--- src/rtl/assert_macros.svh ---
// ---------------------------------------------------------------------------
// assert_macros.svh
// Shared concurrent assertion macros for the decimal parser RTL.
// ---------------------------------------------------------------------------
`ifndef ASSERT_MACROS_SVH
`define ASSERT_MACROS_SVH

// Condition must hold at every clock edge outside reset.
`define ASSERT_ALWAYS(label, clk, rst_n, cond) \
  label: assert property (@(posedge clk) disable iff (!(rst_n)) (cond)) \
    else $error("assertion failed");

// Consequent must hold in the cycle after the antecedent.
`define ASSERT_NEXT(label, clk, rst_n, ante, cons) \
  label: assert property (@(posedge clk) disable iff (!(rst_n)) (ante) |=> (cons)) \
    else $error("assertion failed");

// Consequent must hold in the same cycle as the antecedent.
`define ASSERT_SAME(label, clk, rst_n, ante, cons) \
  label: assert property (@(posedge clk) disable iff (!(rst_n)) (ante) |-> (cons)) \
    else $error("assertion failed");

`endif

--- src/rtl/dtti_pkg.sv ---
// ---------------------------------------------------------------------------
// dtti_pkg
// Types and constants shared by the decimal text parser modules.
// ---------------------------------------------------------------------------
`timescale 1ns / 1ps

package dtti_pkg;

  localparam int unsigned CharW  = 8;
  localparam int unsigned ValueW = 32;

  localparam logic [CharW-1:0]  CharZero  = 8'd48;
  localparam logic [CharW-1:0]  CharNine  = 8'd57;
  localparam logic [CharW-1:0]  CharPlus  = 8'd43;
  localparam logic [CharW-1:0]  CharMinus = 8'd45;
  localparam logic [CharW-1:0]  CharNul   = 8'd0;

  // One tenth of the largest magnitude, and the last-digit limits
  localparam logic [ValueW-1:0] LimitTenth = 32'd214748364;
  localparam logic [3:0]        TopPos     = 4'd7;
  localparam logic [3:0]        TopNeg     = 4'd8;
  localparam logic [ValueW-1:0] MaxMag     = 32'h8000_0000;

  typedef enum logic [1:0] {
    PH_PREFIX = 2'd0,
    PH_DIGITS = 2'd1,
    PH_TAIL   = 2'd2,
    PH_REJECT = 2'd3
  } phase_e;

  typedef enum logic [1:0] {
    ST_OK         = 2'd0,
    ST_BAD_PREFIX = 2'd1,
    ST_NO_DIGITS  = 2'd2,
    ST_OVERFLOW   = 2'd3
  } status_e;

  typedef struct packed {
    phase_e            phase;
    logic              minus;
    logic [ValueW-1:0] acc;
    status_e           err;
  } parse_state_t;

  localparam parse_state_t StateReset = '{
    phase: PH_PREFIX,
    minus: 1'b0,
    acc:   '0,
    err:   ST_OK
  };

endpackage

--- src/rtl/dtti_step.sv ---
// ---------------------------------------------------------------------------
// dtti_step
// Next-state and result logic for one byte of the parser.
// ---------------------------------------------------------------------------
`timescale 1ns / 1ps

module dtti_step (
  input  dtti_pkg::parse_state_t          state_i,
  input  logic [dtti_pkg::CharW-1:0]      char_code_i,
  output dtti_pkg::parse_state_t          state_o,
  output logic [dtti_pkg::ValueW-1:0]     value_o,
  output dtti_pkg::status_e               status_o
);

  logic                          is_digit;
  logic [dtti_pkg::CharW-1:0]    digit_wide;
  logic [3:0]                    digit;
  logic [3:0]                    top;
  logic                          ovf;
  logic [dtti_pkg::ValueW-1:0]   acc_next;

  assign is_digit   = (char_code_i >= dtti_pkg::CharZero) &&
                      (char_code_i <= dtti_pkg::CharNine);
  assign digit_wide = char_code_i - dtti_pkg::CharZero;
  assign digit      = digit_wide[3:0];
  assign top        = state_i.minus ? dtti_pkg::TopNeg : dtti_pkg::TopPos;
  assign ovf        = (state_i.acc > dtti_pkg::LimitTenth) ||
                      ((state_i.acc == dtti_pkg::LimitTenth) && (digit > top));
  // acc * 10 + digit as two shifts and adds
  assign acc_next   = (state_i.acc << 3) + (state_i.acc << 1) +
                      {{(dtti_pkg::ValueW-4){1'b0}}, digit};

  always_comb begin
    state_o  = state_i;
    value_o  = '0;
    status_o = dtti_pkg::ST_OK;
    if (char_code_i == dtti_pkg::CharNul) begin
      state_o = dtti_pkg::StateReset;
      unique case (state_i.phase)
        dtti_pkg::PH_PREFIX: status_o = dtti_pkg::ST_NO_DIGITS;
        dtti_pkg::PH_REJECT: status_o = state_i.err;
        default: begin
          value_o = state_i.minus ? (dtti_pkg::ValueW'(0) - state_i.acc) : state_i.acc;
        end
      endcase
    end else begin
      unique case (state_i.phase)
        dtti_pkg::PH_PREFIX: begin
          if (is_digit) begin
            if (ovf) begin
              state_o.phase = dtti_pkg::PH_REJECT;
              state_o.err   = dtti_pkg::ST_OVERFLOW;
            end else begin
              state_o.phase = dtti_pkg::PH_DIGITS;
              state_o.acc   = acc_next;
            end
          end else if (char_code_i == dtti_pkg::CharMinus) begin
            state_o.minus = ~state_i.minus;
          end else if (char_code_i != dtti_pkg::CharPlus) begin
            state_o.phase = dtti_pkg::PH_REJECT;
            state_o.err   = dtti_pkg::ST_BAD_PREFIX;
          end
        end
        dtti_pkg::PH_DIGITS: begin
          if (!is_digit) begin
            state_o.phase = dtti_pkg::PH_TAIL;
          end else if (ovf) begin
            state_o.phase = dtti_pkg::PH_REJECT;
            state_o.err   = dtti_pkg::ST_OVERFLOW;
          end else begin
            state_o.acc = acc_next;
          end
        end
        default: ;
      endcase
    end
  end

endmodule

--- src/rtl/dtti_out_reg.sv ---
// ---------------------------------------------------------------------------
// dtti_out_reg
// Result register with valid/stall handshake toward the consumer.
// ---------------------------------------------------------------------------
`timescale 1ns / 1ps

module dtti_out_reg (
  input  logic                          clk_i,
  input  logic                          rst_ni,
  input  logic                          load_i,
  input  logic [dtti_pkg::ValueW-1:0]   value_i,
  input  dtti_pkg::status_e             status_i,
  input  logic                          out_stall_i,
  output logic                          out_valid_o,
  output logic [dtti_pkg::ValueW-1:0]   value_o,
  output logic [1:0]                    status_o
);

  logic                        valid_q, valid_d;
  logic [dtti_pkg::ValueW-1:0] value_q;
  logic [1:0]                  status_q;

  // load_i only arrives when the register is empty or draining
  always_comb begin
    valid_d = valid_q;
    if (load_i) begin
      valid_d = 1'b1;
    end else if (valid_q && !out_stall_i) begin
      valid_d = 1'b0;
    end
  end

  always_ff @(posedge clk_i or negedge rst_ni) begin
    if (!rst_ni) begin
      valid_q <= 1'b0;
    end else begin
      valid_q <= valid_d;
    end
  end

  always_ff @(posedge clk_i) begin
    if (load_i) begin
      value_q  <= value_i;
      status_q <= status_i;
    end
  end

  assign out_valid_o = valid_q;
  assign value_o     = value_q;
  assign status_o    = status_q;

endmodule

--- src/rtl/decimal_text_to_int32.sv ---
// Output: a result appears in the cycle after its terminating zero byte transfers.
// Throughput: one byte per cycle; the per-byte update (multiply by ten, limit
//   compare) sits between the parse state register and the result register.
// A zero byte waits only while the previous result is still held by a stall;
//   other bytes keep flowing. Reset clears parse state and the result valid.
// ---------------------------------------------------------------------------
// decimal_text_to_int32
// Byte-stream decimal parser producing a signed 32-bit value and a status.
// ---------------------------------------------------------------------------
`timescale 1ns / 1ps
`include "assert_macros.svh"

module decimal_text_to_int32 (
  input  logic                 clk_i,
  input  logic                 rst_ni,
  input  logic                 in_valid_i,
  output logic                 in_stall_o,
  input  logic [7:0]           char_code_i,
  output logic                 out_valid_o,
  input  logic                 out_stall_i,
  output logic signed [31:0]   value_o,
  output logic [1:0]           status_o
);

  // Parse state: phase, sign parity, magnitude and sticky error.
  dtti_pkg::parse_state_t       state_q, state_d;
  logic [dtti_pkg::ValueW-1:0]  res_value;
  dtti_pkg::status_e            res_status;
  logic                         is_end;
  logic                         in_xfer;
  logic [dtti_pkg::ValueW-1:0]  out_value;

  assign is_end  = (char_code_i == dtti_pkg::CharNul);

  // Only the terminating byte needs room in the result register. Ordinary
  // bytes just update the parse state, so they never wait on the consumer.
  assign in_stall_o = is_end && out_valid_o && out_stall_i;
  assign in_xfer    = in_valid_i && !in_stall_o;

  dtti_step u_step (
    .state_i     (state_q),
    .char_code_i (char_code_i),
    .state_o     (state_d),
    .value_o     (res_value),
    .status_o    (res_status)
  );

  always_ff @(posedge clk_i or negedge rst_ni) begin
    if (!rst_ni) begin
      state_q <= dtti_pkg::StateReset;
    end else if (in_xfer) begin
      state_q <= state_d;
    end
  end

  // Result register; loads on the transfer of a zero byte.
  dtti_out_reg u_out (
    .clk_i       (clk_i),
    .rst_ni      (rst_ni),
    .load_i      (in_xfer && is_end),
    .value_i     (res_value),
    .status_i    (res_status),
    .out_stall_i (out_stall_i),
    .out_valid_o (out_valid_o),
    .value_o     (out_value),
    .status_o    (status_o)
  );

  assign value_o = $signed(out_value);

  // Magnitude never exceeds 2^31 (the largest negative value).
  `ASSERT_ALWAYS(a_acc_bound, clk_i, rst_ni, state_q.acc <= dtti_pkg::MaxMag)
  // A rejected or empty string always reports zero.
  `ASSERT_SAME(a_zero_on_err, clk_i, rst_ni, out_valid_o && (status_o != dtti_pkg::ST_OK), value_o == 32'sd0)
  // A transferred zero byte yields a result and restarts parsing.
  `ASSERT_NEXT(a_end_result, clk_i, rst_ni, in_xfer && is_end, out_valid_o && (state_q.phase == dtti_pkg::PH_PREFIX))
  // Error code is only non-ok in the rejected phase.
  `ASSERT_SAME(a_err_phase, clk_i, rst_ni, state_q.err != dtti_pkg::ST_OK, state_q.phase == dtti_pkg::PH_REJECT)

endmodule
--- config.mk ---
export PLATFORM = sky130hd
export DESIGN_NAME = decimal_text_to_int32
export DESIGN_NICKNAME = d
export VERILOG_FILES = /design/src/rtl/dtti_pkg.sv /design/src/rtl/dtti_step.sv /design/src/rtl/dtti_out_reg.sv /design/src/rtl/decimal_text_to_int32.sv
export VERILOG_INCLUDE_DIRS = /design/src /design/src/rtl
export SDC_FILE = /design/constraint.sdc
export NUM_CORES = 1
export LEC_CHECK = 0
export BUFFER_PORTS_ARGS = -buffer_cell sky130_fd_sc_hd__buf_2
export CAP_MARGIN = 25
export CORE_MARGIN = 4
export CORE_UTILIZATION = 40
export DETAILED_ROUTE_END_ITERATION = 7
export SYNTH_ARGS = -nofsm -noshare
export SYNTH_HDL_FRONTEND = slang
export SYNTH_SLANG_ARGS = --single-unit
--- constraint.sdc ---
create_clock -name clk_i -period 8.77 [get_ports clk_i]
set_input_delay 0 -clock clk_i [delete_from_list [all_inputs] [get_ports clk_i]]
set_output_delay 0 -clock clk_i [all_outputs]
set_load 0.02 [all_outputs]
; Yosys cells after proc, flatten, opt, wreduce, memory -nomap -nowiden
; Index checks and enable logic that the tools add are counted.
; W data, S select, Z words.
[word_totals]
ff_bits = 72
inputBits = 12
elab_cells = 73
[op_classes]
addsub = 4
magnitude_cmp = 4
eq_ne = 11
muxes = 24
bitwise = 2
reduce_logical = 21
[op_table]
columns = operator, n
row1 = $mux W32, 3
row2 = $pmux W34 S2, 1
row3 = $mux W37, 1
row4 = $mux W34, 1
row5 = $add A32 B32 Y32, 1
row6 = $add A32 B4 Y32, 1
row7 = $eq A32 B28 Y1 const B, 1
row8 = $gt A32 B28 Y1 const B, 1
row9 = $sub A1 B32 Y32 const A, 1
row10 = $mux W2, 10
row11 = $reduce_and A5 Y1, 2
row12 = $eq A8 B6 Y1 const B, 1
row13 = $ge A8 B6 Y1 const B, 1
row14 = $le A8 B6 Y1 const B, 1
row15 = $logic_not A8 Y1, 1
row16 = $ne A8 B6 Y1 const B, 1
row17 = $pmux W2 S2, 2
row18 = $reduce_and A4 Y1, 2
row19 = $logic_and A1 B1 Y1, 7
row20 = $ne A3 B2 Y1 const B, 2
row21 = $reduce_bool A2 Y1, 3
row22 = $mux W1, 5
row23 = $gt A4 B4 Y1, 1
row24 = $mux W4, 1
row25 = 13 further kinds, 15

; Depth between registers and ports, before layout
; Gate-level depths: netlist of run 1.
[logic_depth]
depth_word = 8
depth_mapped = 13
mapped_depth_nobuf = 12

; Hierarchy
; A second synthesis of run 1 with hierarchy kept.
[unflattened]
hier_cells = 629
area_unflattened_um2 = 5997.0
[by_module_without_submodules]
columns = module, n_inst, cells_each, area_each_um2
row1 = dtti_step, 1, 509, 3505.9
row2 = decimal_text_to_int32, 1, 84, 1437.6
row3 = dtti_out_reg, 1, 36, 1053.5

; Least setup slack after synthesis of run 1
; No wires, ideal clock.
[synth_timing]
path_type = register to register
from = register state_q[4] (netlist bit)
to = register state_q[32] (netlist bit)
setup_ns = 0.133
arrival_ns = 3.287
required_ns = 8.637
path_slack_ns = 5.350
stages_incl_launch_ff = 14
path_buffers = 1
synth_period_minus_slack_ns = 3.420
path_cell_list = dfrtp_1 > buf_2 > inv_1 > fa_1 > inv_1 > fa_1 > a211oi_1 > o21ai_0 > o2111a_1 > or3_1 > a221o_1 > a31oi_1 > xor2_1 > o21ai_0
[synth_between]
elab_chain_cells = 7
[synth_lines]
columns = item, line
row1 = from (decl), decimal_text_to_int32.sv:26  ; dtti_pkg::parse_state_t state_q, state_d;
row2 = from (signal assigned), decimal_text_to_int32.sv:50  ; state_q <= dtti_pkg::StateReset;
row3 = from (signal assigned), decimal_text_to_int32.sv:52  ; state_q <= state_d;
row4 = branches (longest 3 deep; another with $add A32 B32 Y32), -
row5 = $mux W32 *, "dtti_step.sv:50, dtti_step.sv:67"
row6 = $mux W34 / $mux W32 (equally long branches), "dtti_step.sv:65, dtti_step.sv:49"
row7 = $pmux W34 S2 *, dtti_step.sv:47  ; unique case (state_i.phase)
row8 = $mux W37 *, dtti_step.sv:37  ; if (char_code_i == dtti_pkg::CharNul) begin
; Every way passes the cells marked *. The select of a mux whose other input is x is not followed.
; A chain may end at the register's enable or synchronous reset.

; Worst setup path after layout of run 1
[layout_timing]
from = register state_q[34] (netlist bit)
to = register state_q[9] (netlist bit)
[layout_between]
elab_chain_cells = 8
[layout_lines]
columns = item, line
row1 = $mux W4 *, dtti_step.sv:26  ; assign top = state_i.minus ? dtti_pkg::TopNeg : dtti_pkg::TopPos;
row2 = $gt A4 B4 Y1 *, dtti_step.sv:28  ; ((state_i.acc == dtti_pkg::LimitTenth) && (digit > top));
row3 = $logic_and A1 B1 Y1 *, dtti_step.sv:28
row4 = $logic_or A1 B1 Y1 *, dtti_step.sv:27  ; assign ovf = (state_i.acc > dtti_pkg::LimitTenth) ||
row5 = $mux W32 *, -
row6 = $mux W34 / $mux W32 (equally long branches), -
row7 = $pmux W34 S2 *, -
row8 = $mux W37 *, -
; Every way passes the cells marked *; elsewhere a longest branch is shown, timed or not. The select of a mux whose other input is x is not followed.

==> impl_metrics.csv, run 1 <==
group,metric,value,unit
run_status,outcome,"finished, final reports clean",
yosys,yosysMostFrequentCell,"nor2_1",
pwr,p_leak,3.11,nW
sta,worst_slew_pin_slew,1000,ps
critical_path,worstSetupPathType,"reg2reg",
yosys,synth-edff-count,34,
final_layout,fill_cells,1304,
pwr,finalPower,1.46,mW
final_layout,drive_above_1_share,11.9,%
sta,min_period,4420,ps
yosys,synth_seq_area_share,35.0,%
route,viasPerCell,5.67,
final_layout,seq_area,0.00197,mm^2
sta,rsz0062_at_grt,"false",
yosys,ys_types,67,
placed_design,post-dp-hpwl,10800,um
yosys,syn_inst,610,
pwr,peakVddDrop,0.114,mV
sta,slew_headroom,33.3,%
critical_path,required,9010,ps
route,routedWlPerCell,16.8,um
critical_path,crit_fanout,29,
clock_tree,clk-insertion-delay-late,330,ps
critical_path,arrival,4650,ps
critical_path,critPathCaptureType,"register",
clock_tree,cts_buffers,9,
route,drt_first_iter_violations,335,
floorplanning,num_io_pins,48,
global_route,grt_max_degree,39,
sta,setup_violations,0,
sta,finalHoldViolCount,0,
yosys,ys_ff_latch,72,
floorplanning,die_width,127,um
final_layout,area_growth,11.9,%
floorplanning,row_count,43,
floorplanning,core_area,0.0138,mm^2
sta,setup_tns,0,ps
placed_design,io_buffer_count,47,
clock_tree,cts_tree,"yes",
floorplanning,die_h,127,um
yosys,yosysWarnings,0,
yosys,syn-cell-area,0.00564,mm^2
global_route,grt_pass1_vias,4644,
floorplanning,initial_core_util,40.8,%
route,drt-total-wl,14000,um
global_route,overflow,0,
clock_tree,clkTransAtPathRegs,50,ps
critical_path,worstSetupStartpointType,"register",
yosys,synthFlopType,"dfrtp_1",
clock_tree,h-tree-depth,3,
yosys,synthTopCellsByArea,"edfxtp_1 18%, dfrtp_1 17%, ha_1 15%, xor2_1 5.6%, nor2_1 4.7%",
yosys,ys_async_sr_fraction,52.8,%
final_layout,fin_nets,723,
placed_design,place_area,0.00599,mm^2
global_route,antenna_found_initial,0,
clock_tree,clock_sinks,72,
floorplanning,dieArea,0.0161,mm^2
sta,drv_slew,0,
final_layout,final_cell_area,0.00631,mm^2
yosys,synth.largest_area_cell,"edfxtp_1",
sta,timing.fmax,226,MHz
route,ant_nets,0,
clock_tree,cts-root-buf,"clkbuf_16",
yosys,synth_fp_nets,690,
yosys,synth_common_cells,"70 x nor2_1, 66 x ha_1, 58 x nand2_1",
global_route,grt_pass1_wl,23500,um
pwr,power.density,232,mW/mm^2
clock_tree,clock_path_buffers,2,
route,drc,0,
yosys,avgSynthCellArea,9.24,um^2
sta,finalCritPeriodShare,50.4,%
sta,skew,4.70,ps
flow_run,drv_cap,0,
hold_path,hold_class,"in2reg",
placed_design,place_congestion,0.922,
route,firstDrtPassIters,5,
final_layout,antennaDiodeCount,0,
yosys,yosysTopAreaCellShare,18.1,%
route,num_vias,4698,
global_route,track_usage,17.7,%
final_layout,multi_input_area,0.00349,mm^2
## cell type report
| cell class | count | share of cell area (%) |
|---|---|---|
| clock buffer | 13 | 4.12 |
| timing repair buffer | 50 | 4.16 |
| sequential | 72 | 31.3 |
| tap | 180 | 3.57 |
| multi-input combinational | 494 | 55.3 |
| clock inverter | 3 | 0.635 |
| inverter | 16 | 0.952 |
## through the flow
| stage | hold WS (ps) | utilization (%) | cells | setup slack, ps |
|---|---|---|---|---|
| 6_report | 43.2 | 45.6 | 828 | 4350 |
| 5_1_grt | 58.9 | 45.6 | 828 | 3880 |
| 4_1_cts | 34.5 | 45.6 | 828 | 4340 |
| 3_5_place_dp | 165 | 43.3 | 810 | 4360 |
| 3_3_place_gp | 164 | 43.3 | 810 | 4530 |
| 2_1_floorplan | -296 | - | 610 | 5350 |
## worst max-delay path, cell delays in order, from the launching register on
cell	delay [ps]
dfrtp_1	960
clkinv_1	540
ha_1	450
a21oi_1	150
o21ai_0	120
a2111oi_2	390
o21ai_2	140
nor2_1	680
inv_1	550
o31ai_1	340
## power breakdown
group          internal (mW)  switching (mW)
Clock                  0.235           0.131
Sequential             0.373          0.0517
Combinational          0.300           0.374
## worst paths after layout
kind | slack [ps] | depth (start not counted) | end | start
setup / recovery | 4350 | 9 | state_q[9] | state_q[34]
hold / removal | 40 | 3 | state_q[2] | char_code_i[0]
setup reg to reg | 4350 | 9 | state_q[9] | state_q[34]
hold reg to reg | 520 | 2 | u_out.out_valid_o | u_out.out_valid_o
max in group asynchronous | 7870 | 2 | state_q[12] | rst_ni
min in group asynchronous | 350 | 2 | state_q[0] | rst_ni
## layer usage
metal  wire length [um]  share of wire [%]  track usage [%]
met1               6920                 50             25.0
met2               6160                 44             27.8
met3                598                4.3             2.65
met4                270                1.9             6.06
met5                  0                  0                0
## what timing repair did
action	in CTS	in global routing
setup endpoints to repair	0	0
resized for setup	0	0
endpoints found under the hold margin	39	0
hold buffers	2	0
setup buffers	0	0
## cell families (layout without fill, tap and decap cells)
family | after synthesis | after routing | synth area share, %
flip-flops | 72 | 72 | 35.0
adder cells (fa/ha/maj) | 68 | 68 | 15.4
buffers and inverters | 44 | 82 | 3.11
XOR/XNOR | 54 | 54 | 8.39
AND/OR/NAND/NOR | 203 | 203 | 17.5
multiplexers | 4 | 4 | 0.710
AO/OA/AOI/OAI | 165 | 165 | 19.9
## layout by cell type (no fill, tap or decap), drive strengths merged, types with 3 or more instances in the layout
cell type  netlist  routed
or3             10      10
a22o             7       7
o21a             5       5
o21ai           54      54
mux2i            4       4
o211ai           7       7
inv             15      15
a221oi           4       4
edfxtp          34      34
o31ai           10      10
buf              6      48
ha              66      66
clkbuf          22      13
o21bai           3       3
o41ai            4       4
or2              7       7
nand3            8       8
nand2           58      58
nand4            9       9
nor4             9       9
xor2            36      36
a31oi            3       3
nor2            70      70
or4              5       5
a21o            14      14
clkinv           1       3
dfrtp           38      38
a211oi           7       7
nor2b            4       4
nor3            11      11
a21oi           27      27
xnor2           18      18
## sequential cells by signal, summed over array words and instances (netlist names)
register / cells
state_q: 37
u_out.value_o: 32
u_out.status_o: 2
u_out.out_valid_o: 1
No activity file was read; power rests on OpenSTA's default activity.
==> run 2: changes to the inputs <==
==> constraint.sdc (replaced) <==
create_clock -name clk_i -period 3.8 [get_ports clk_i]
set_input_delay 0 -clock clk_i [delete_from_list [all_inputs] [get_ports clk_i]]
set_output_delay 0 -clock clk_i [all_outputs]
set_load 0.02 [all_outputs]
==> run 2 against run 1 <==
Against the previous run: sequential power up 120%; first-iteration DRC count down 6.9%; worst setup slack worse by 4100 ps; critical path type unchanged; largest cell class unchanged; power up 140%; critical path depth up 3; combinational power up 140%; register-to-register slack worse by 4100 ps; final area up 3.7%; die area unchanged; cell count up 2.8%; global-route usage up 0.14 points.
==> impl_metrics.csv, run 2 (synthesis results as in run 1) <==
group,metric,value,unit
flow_run,drv_cap,0,
pwr,finalPower,3.50,mW
final_layout,largest_reg_flops,37,
hold_path,hold_class,"in2reg",
floorplanning,dieArea,0.0161,mm^2
critical_path,ff2ff_setup_slack,230,ps
sta,finalCritPeriodShare,93.9,%
route,num_vias,4736,
clock_tree,cts-root-buf,"clkbuf_16",
critical_path,cp.depth,12,
floorplanning,core_area,0.0138,mm^2
run_status,outcome,"finished, final reports clean",
route,drt_first_iter_violations,312,
pwr,peakVddDrop,0.226,mV
critical_path,crit_chain,"inv_1 -> fa_1 -> inv_1 -> fa_1 -> a211oi_2 -> o21ai_1 -> o2111a_1 -> or3_1 -> a221o_1 -> a31oi_1 -> xor2_1 -> o21ai_0",
sta,setup_violations,0,
critical_path,worstSetupPathType,"reg2reg",
critical_path,required,4010,ps
final_layout,final_common_cell,"nor2_1",
final_layout,antennaDiodeCount,0,
sta,skew,5.01,ps
final_layout,final_cell_area,0.00655,mm^2
pwr,power.density,534,mW/mm^2
global_route,grt_max_degree,39,
critical_path,ff2ff_path_depth,12,
final_layout,area_growth,16.1,%
route,drc,0,
final_layout,fill_cells,1281,
global_route,grt_pass1_vias,4658,
route,drt-total-wl,14200,um
critical_path,setup.worst_path.end,"state_q[32]",
critical_path,cp_slowest_cell,"fa_1",
floorplanning,die_h,127,um
floorplanning,row_count,43,
clock_tree,h-tree-depth,3,
floorplanning,die_width,127,um
route,viasPerCell,5.57,
clock_tree,clkTransAtPathRegs,60,ps
sta,worst_slew_pin_slew,605,ps
sta,min_period,3570,ps
pwr,p_switching,1.32,mW
pwr,netSwitchingFraction,37.9,%
pwr,power_frac_comb,47.2,%
critical_path,worstReg2RegStart,"state_q[2]",
global_route,overflow,0,
critical_path,cpLargestDelayFamily,"compound AO/OA/AOI/OAI gates",
route,routedWlPerCell,16.6,um
critical_path,arrival,3780,ps
sta,finalHoldViolCount,0,
clock_tree,cts_tree,"yes",
pwr,p_leak,3.24,nW
placed_design,place_area,0.00614,mm^2
pwr,internal-power,2.17,mW
route,ant_nets,0,
sta,slew_headroom,59.2,%
critical_path,critPathCaptureType,"register",
clock_tree,clk-insertion-delay-late,330,ps
critical_path,cp_num_buf_inv,2,
final_layout,largest-register,"state_q",
floorplanning,initial_core_util,40.8,%
floorplanning,num_io_pins,48,
final_layout,final_cell_mix,"70 x nor2_1, 66 x ha_1, 58 x nand2_1",
final_layout,drive_above_1_share,15.4,%
clock_tree,clock_path_buffers,2,
critical_path,r2r_end,"state_q[32]",
critical_path,crit_fanout,4,
final_layout,fin_nets,746,
global_route,grt_pass1_wl,23400,um
critical_path,worstSetupStartpointType,"register",
clock_tree,cts_buffers,9,
clock_tree,clock_sinks,72,
placed_design,place_congestion,0.861,
clock_tree,cts_setup_buffers,0,
pwr,seqPwrFrac,26.8,%
placed_design,post-dp-hpwl,10700,um
route,firstDrtPassIters,5,
sta,rsz0062_at_grt,"false",
placed_design,io_buffer_count,47,
critical_path,max_stage_delay,530,ps
pwr,p_clk_share,26.0,%
sta,timing.fmax,280,MHz
sta,drv_slew,0,
global_route,antenna_found_initial,0,
critical_path,cp-startpoint,"state_q[2]",
global_route,track_usage,17.9,%
sta,setup_tns,0,ps
==> run 2: worst reg2reg max path, stage by stage (launching register included) <==
cell and delay, ps:
dfrtp_1 340, inv_1 80, fa_1 530, inv_1 80, fa_1 490, a211oi_2 260, o21ai_1 180, o2111a_1 310
or3_1 410, a221o_1 320, a31oi_1 200, xor2_1 150, o21ai_0 80
==> run 2: power groups by stage <==
stage	clock, mW	combinational (mW)	sequential, mW
final	0.908	1.65	0.938
after global placement	0	1.61	0.949
after global routing	0.954	1.84	0.945
after detailed placement	0	1.63	0.951
after CTS	0.919	1.65	0.936
after floorplan	0	1.30	0.929
==> run 2: final cells by class <==
cell class / instances / area [um^2] / area share, %
sequential: 72 / 1970 / 30.1
multi-input combinational: 494 / 3490 / 53.4
inverter: 16 / 60.1 / 0.917
clock buffer: 9 / 225 / 3.44
clock inverter: 7 / 93.8 / 1.43
tap: 180 / 225 / 3.44
timing repair buffer: 73 / 475 / 7.26
==> run 2: through the flow <==
step                util [%]  setup WS (ps)  hold WS, ps  cells
floorplan                  -            380         -296    610
global route            47.3           30.6         55.4    851
finish                  47.3            232         35.7    851
detailed placement      44.4            174          199    830
CTS                     46.9            131         28.1    848
global placement        44.4            236          191    830
==> run 2: worst min path at each step <==
stage,from,to,cells after the start
after floorplan,rst_ni,state_q[0],0
after global placement,rst_ni,state_q[33],1
after detailed placement,rst_ni,state_q[33],1
after CTS,char_code_i[0],state_q[2],3
after global routing,char_code_i[0],state_q[2],3
final,char_code_i[0],state_q[2],3
==> run 2: repair_timing <==
item	CTS	global route
hold buffers	2	0
setup endpoints to repair	0	3
endpoints found under the hold margin	39	0
resized for setup	0	2
==> run 2: routing by layer <==
| layer | vias to the layer above | share of wire, % | global-route usage, % |
|---|---|---|---|
| li1 | 2367 | - | - |
| met1 | 2245 | 48 | 24.4 |
| met2 | 102 | 47 | 29.1 |
| met3 | 22 | 3.8 | 2.57 |
| met4 | 0 | 1.7 | 6.18 |
| met5 | - | 0 | 0 |
==> run 3: changes to the inputs <==
--- a/config.mk
+++ b/config.mk
@@ -9,8 +9,9 @@
 export BUFFER_PORTS_ARGS = -buffer_cell sky130_fd_sc_hd__buf_2
 export CAP_MARGIN = 25
 export CORE_MARGIN = 4
-export CORE_UTILIZATION = 40
+export CORE_UTILIZATION = 45
 export DETAILED_ROUTE_END_ITERATION = 7
+export PLACE_DENSITY = 0.65
 export SYNTH_ARGS = -nofsm -noshare
 export SYNTH_HDL_FRONTEND = slang
 export SYNTH_SLANG_ARGS = --single-unit
==> constraint.sdc (replaced) <==
create_clock -name clk_i -period 3.8 [get_ports clk_i]
set_input_delay 0 -clock clk_i [delete_from_list [all_inputs] [get_ports clk_i]]
set_output_delay 0 -clock clk_i [all_outputs]
set_load 0.01 [all_outputs]
==> run 3 against run 2 <==
Against the previous run: critical path depth unchanged; largest power group unchanged; critical endpoint unchanged; cell count decreased by 2.0%; worst hold slack got worse by 13 ps.
==> impl_metrics.csv, run 3 (synthesis results as in run 1) <==
group,metric,value,unit
run_status,outcome,"finished, final reports clean",
critical_path,worstSetupStartpointType,"register",
sta,worst_slew_pin_slew,931,ps
critical_path,arrival,3790,ps
sta,drv_slew,0,
critical_path,worstSetupPathType,"reg2reg",
pwr,power.density,519,mW/mm^2
placed_design,place_congestion,0.883,
route,drc,0,
clock_tree,cts_tree,"yes",
placed_design,post-dp-hpwl,10500,um
clock_tree,h-tree-depth,3,
floorplanning,core_area,0.0122,mm^2
placed_design,io_buffer_count,47,
final_layout,final_common_cell,"nor2_1",
route,viasPerCell,5.78,
sta,rsz0062_at_grt,"false",
floorplanning,die_width,120,um
pwr,seqPwrFrac,28.8,%
final_layout,largest-register,"state_q",
clock_tree,cts-root-buf,"clkbuf_16",
global_route,grt_max_degree,39,
global_route,grt_pass1_vias,4671,
floorplanning,num_io_pins,48,
pwr,internal-power,2.07,mW
sta,timing.fmax,276,MHz
pwr,power_frac_comb,47.0,%
final_layout,fill_cells,1112,
critical_path,ff2ff_path_depth,12,
final_layout,fin_util,53.0,%
pwr,peakVddDrop,0.252,mV
clock_tree,clock_path_buffers,2,
route,drt-total-wl,14100,um
critical_path,crit_fanout,6,
global_route,track_usage,19.9,%
sta,fin_hold_ws,22.6,ps
final_layout,seq_area,0.00197,mm^2
floorplanning,initial_core_util,46.3,%
hold_path,hold_class,"in2reg",
route,num_vias,4822,
route,ant_nets,0,
sta,finalHoldViolCount,0,
final_layout,multi_input_area,0.00349,mm^2
flow_run,drv_cap,0,
pwr,p_clk_share,24.2,%
sta,setup_tns,0,ps
critical_path,required,3970,ps
critical_path,crit_chain,"inv_1 -> fa_1 -> inv_1 -> fa_1 -> a211oi_2 -> o21ai_1 -> o2111a_1 -> or3_1 -> a221o_1 -> a31oi_1 -> xor2_1 -> o21ai_0",
sta,skew,6.13,ps
critical_path,ff2ff_setup_slack,180,ps
final_layout,area_growth,14.3,%
floorplanning,die_h,120,um
pwr,p_switching,1.27,mW
sta,finalCritPeriodShare,95.3,%
sta,setup_violations,0,
global_route,overflow,0,
final_layout,final_cell_area,0.00644,mm^2
sta,slew_headroom,37.9,%
clock_tree,cts_buffers,9,
final_layout,final_cell_mix,"70 x nor2_1, 66 x ha_1, 58 x nand2_1",
sta,min_period,3620,ps
hold_path,hold_depth,3,
route,routedWlPerCell,16.9,um
placed_design,place_area,0.00609,mm^2
route,drt_first_iter_violations,416,
critical_path,max_stage_delay,510,ps
route,firstDrtPassIters,5,
clock_tree,clock_sinks,72,
floorplanning,row_count,40,
final_layout,fin_nets,741,
clock_tree,clk-insertion-delay-late,330,ps
final_layout,largest_reg_flops,37,
clock_tree,clkTransAtPathRegs,60,ps
pwr,p_leak,3.20,nW
critical_path,cp_slowest_cell,"fa_1",
floorplanning,dieArea,0.0144,mm^2
global_route,grt_pass1_wl,23200,um
final_layout,drive_above_1_share,14.1,%
critical_path,critPathCaptureType,"register",
global_route,antenna_found_initial,0,
final_layout,antennaDiodeCount,0,
pwr,netSwitchingFraction,38.0,%
[run 3: cell count changes in the layout (fill, tap and decap cells not counted), sizes merged]
cell	before	now
buf	71	66
clkinv	3	5
inv	16	15
clkbuf	9	11
clkinvlp	2	0
bufinv	2	1
[run 3: layout make-up]
cell class,count,share of cell area (%)
clock inverters,5,0.738
well taps,168,3.26
repair buffers,68,6.60
multi-input cells,494,54.2
flip-flops and latches,72,30.6
inverters,16,0.932
clock buffers,11,3.61
[run 3: path summary, 6_finish.rpt]
kind                                   start           endpoint
min                           char_code_i[0]         state_q[2]
max                               state_q[2]        state_q[32]
min in group asynchronous             rst_ni        state_q[35]
min reg2reg                u_out.out_valid_o  u_out.out_valid_o
max reg2reg                       state_q[2]        state_q[32]
max in group asynchronous             rst_ni        state_q[11]
[run 3: through the flow]
stage	power [mW]	setup WS, ps	cells
finish	3.34	180	834
floorplan	2.23	380	610
global placement	2.51	247	813
global route	3.58	6.07	834
detailed placement	2.53	215	813
CTS	3.34	128	831
[run 3: routing by layer]
layer | up-vias | routed length [um] | GRT usage (%)
met5 | - | 0 | 0
met4 | 0 | 275 | 9.16
met3 | 22 | 596 | 2.12
met2 | 132 | 6570 | 32.5
met1 | 2310 | 6650 | 26.6
li1 | 2358 | - | -
[run 3: what timing repair did]
item	4_1_cts	5_1_grt
buffers inserted	0	1
setup endpoints to repair	0	1
resized for setup	0	2
hold endpoints to repair	39	0
hold buffers	2	0
[run 3: critical path: cells and delay by family (launching register included)]
kind / cells / cell delay [ps]
xor gates and xnor gates: 1 / 170
buffers and inverters: 2 / 200
DFF: 1 / 430
and+or+nand+nor: 1 / 410
adders and majority gates: 2 / 990
AOI/OAI and AO/OA: 6 / 1240
[run 3: power groups by stage]
stage                     Combinational [mW]  Clock [mW]  Sequential, mW
after floorplan                         1.30           0           0.929
after global placement                  1.54           0           0.966
after detailed placement                1.55           0           0.974
after CTS                               1.56       0.818           0.960
after global routing                    1.75       0.861           0.969
final                                   1.57       0.808           0.962
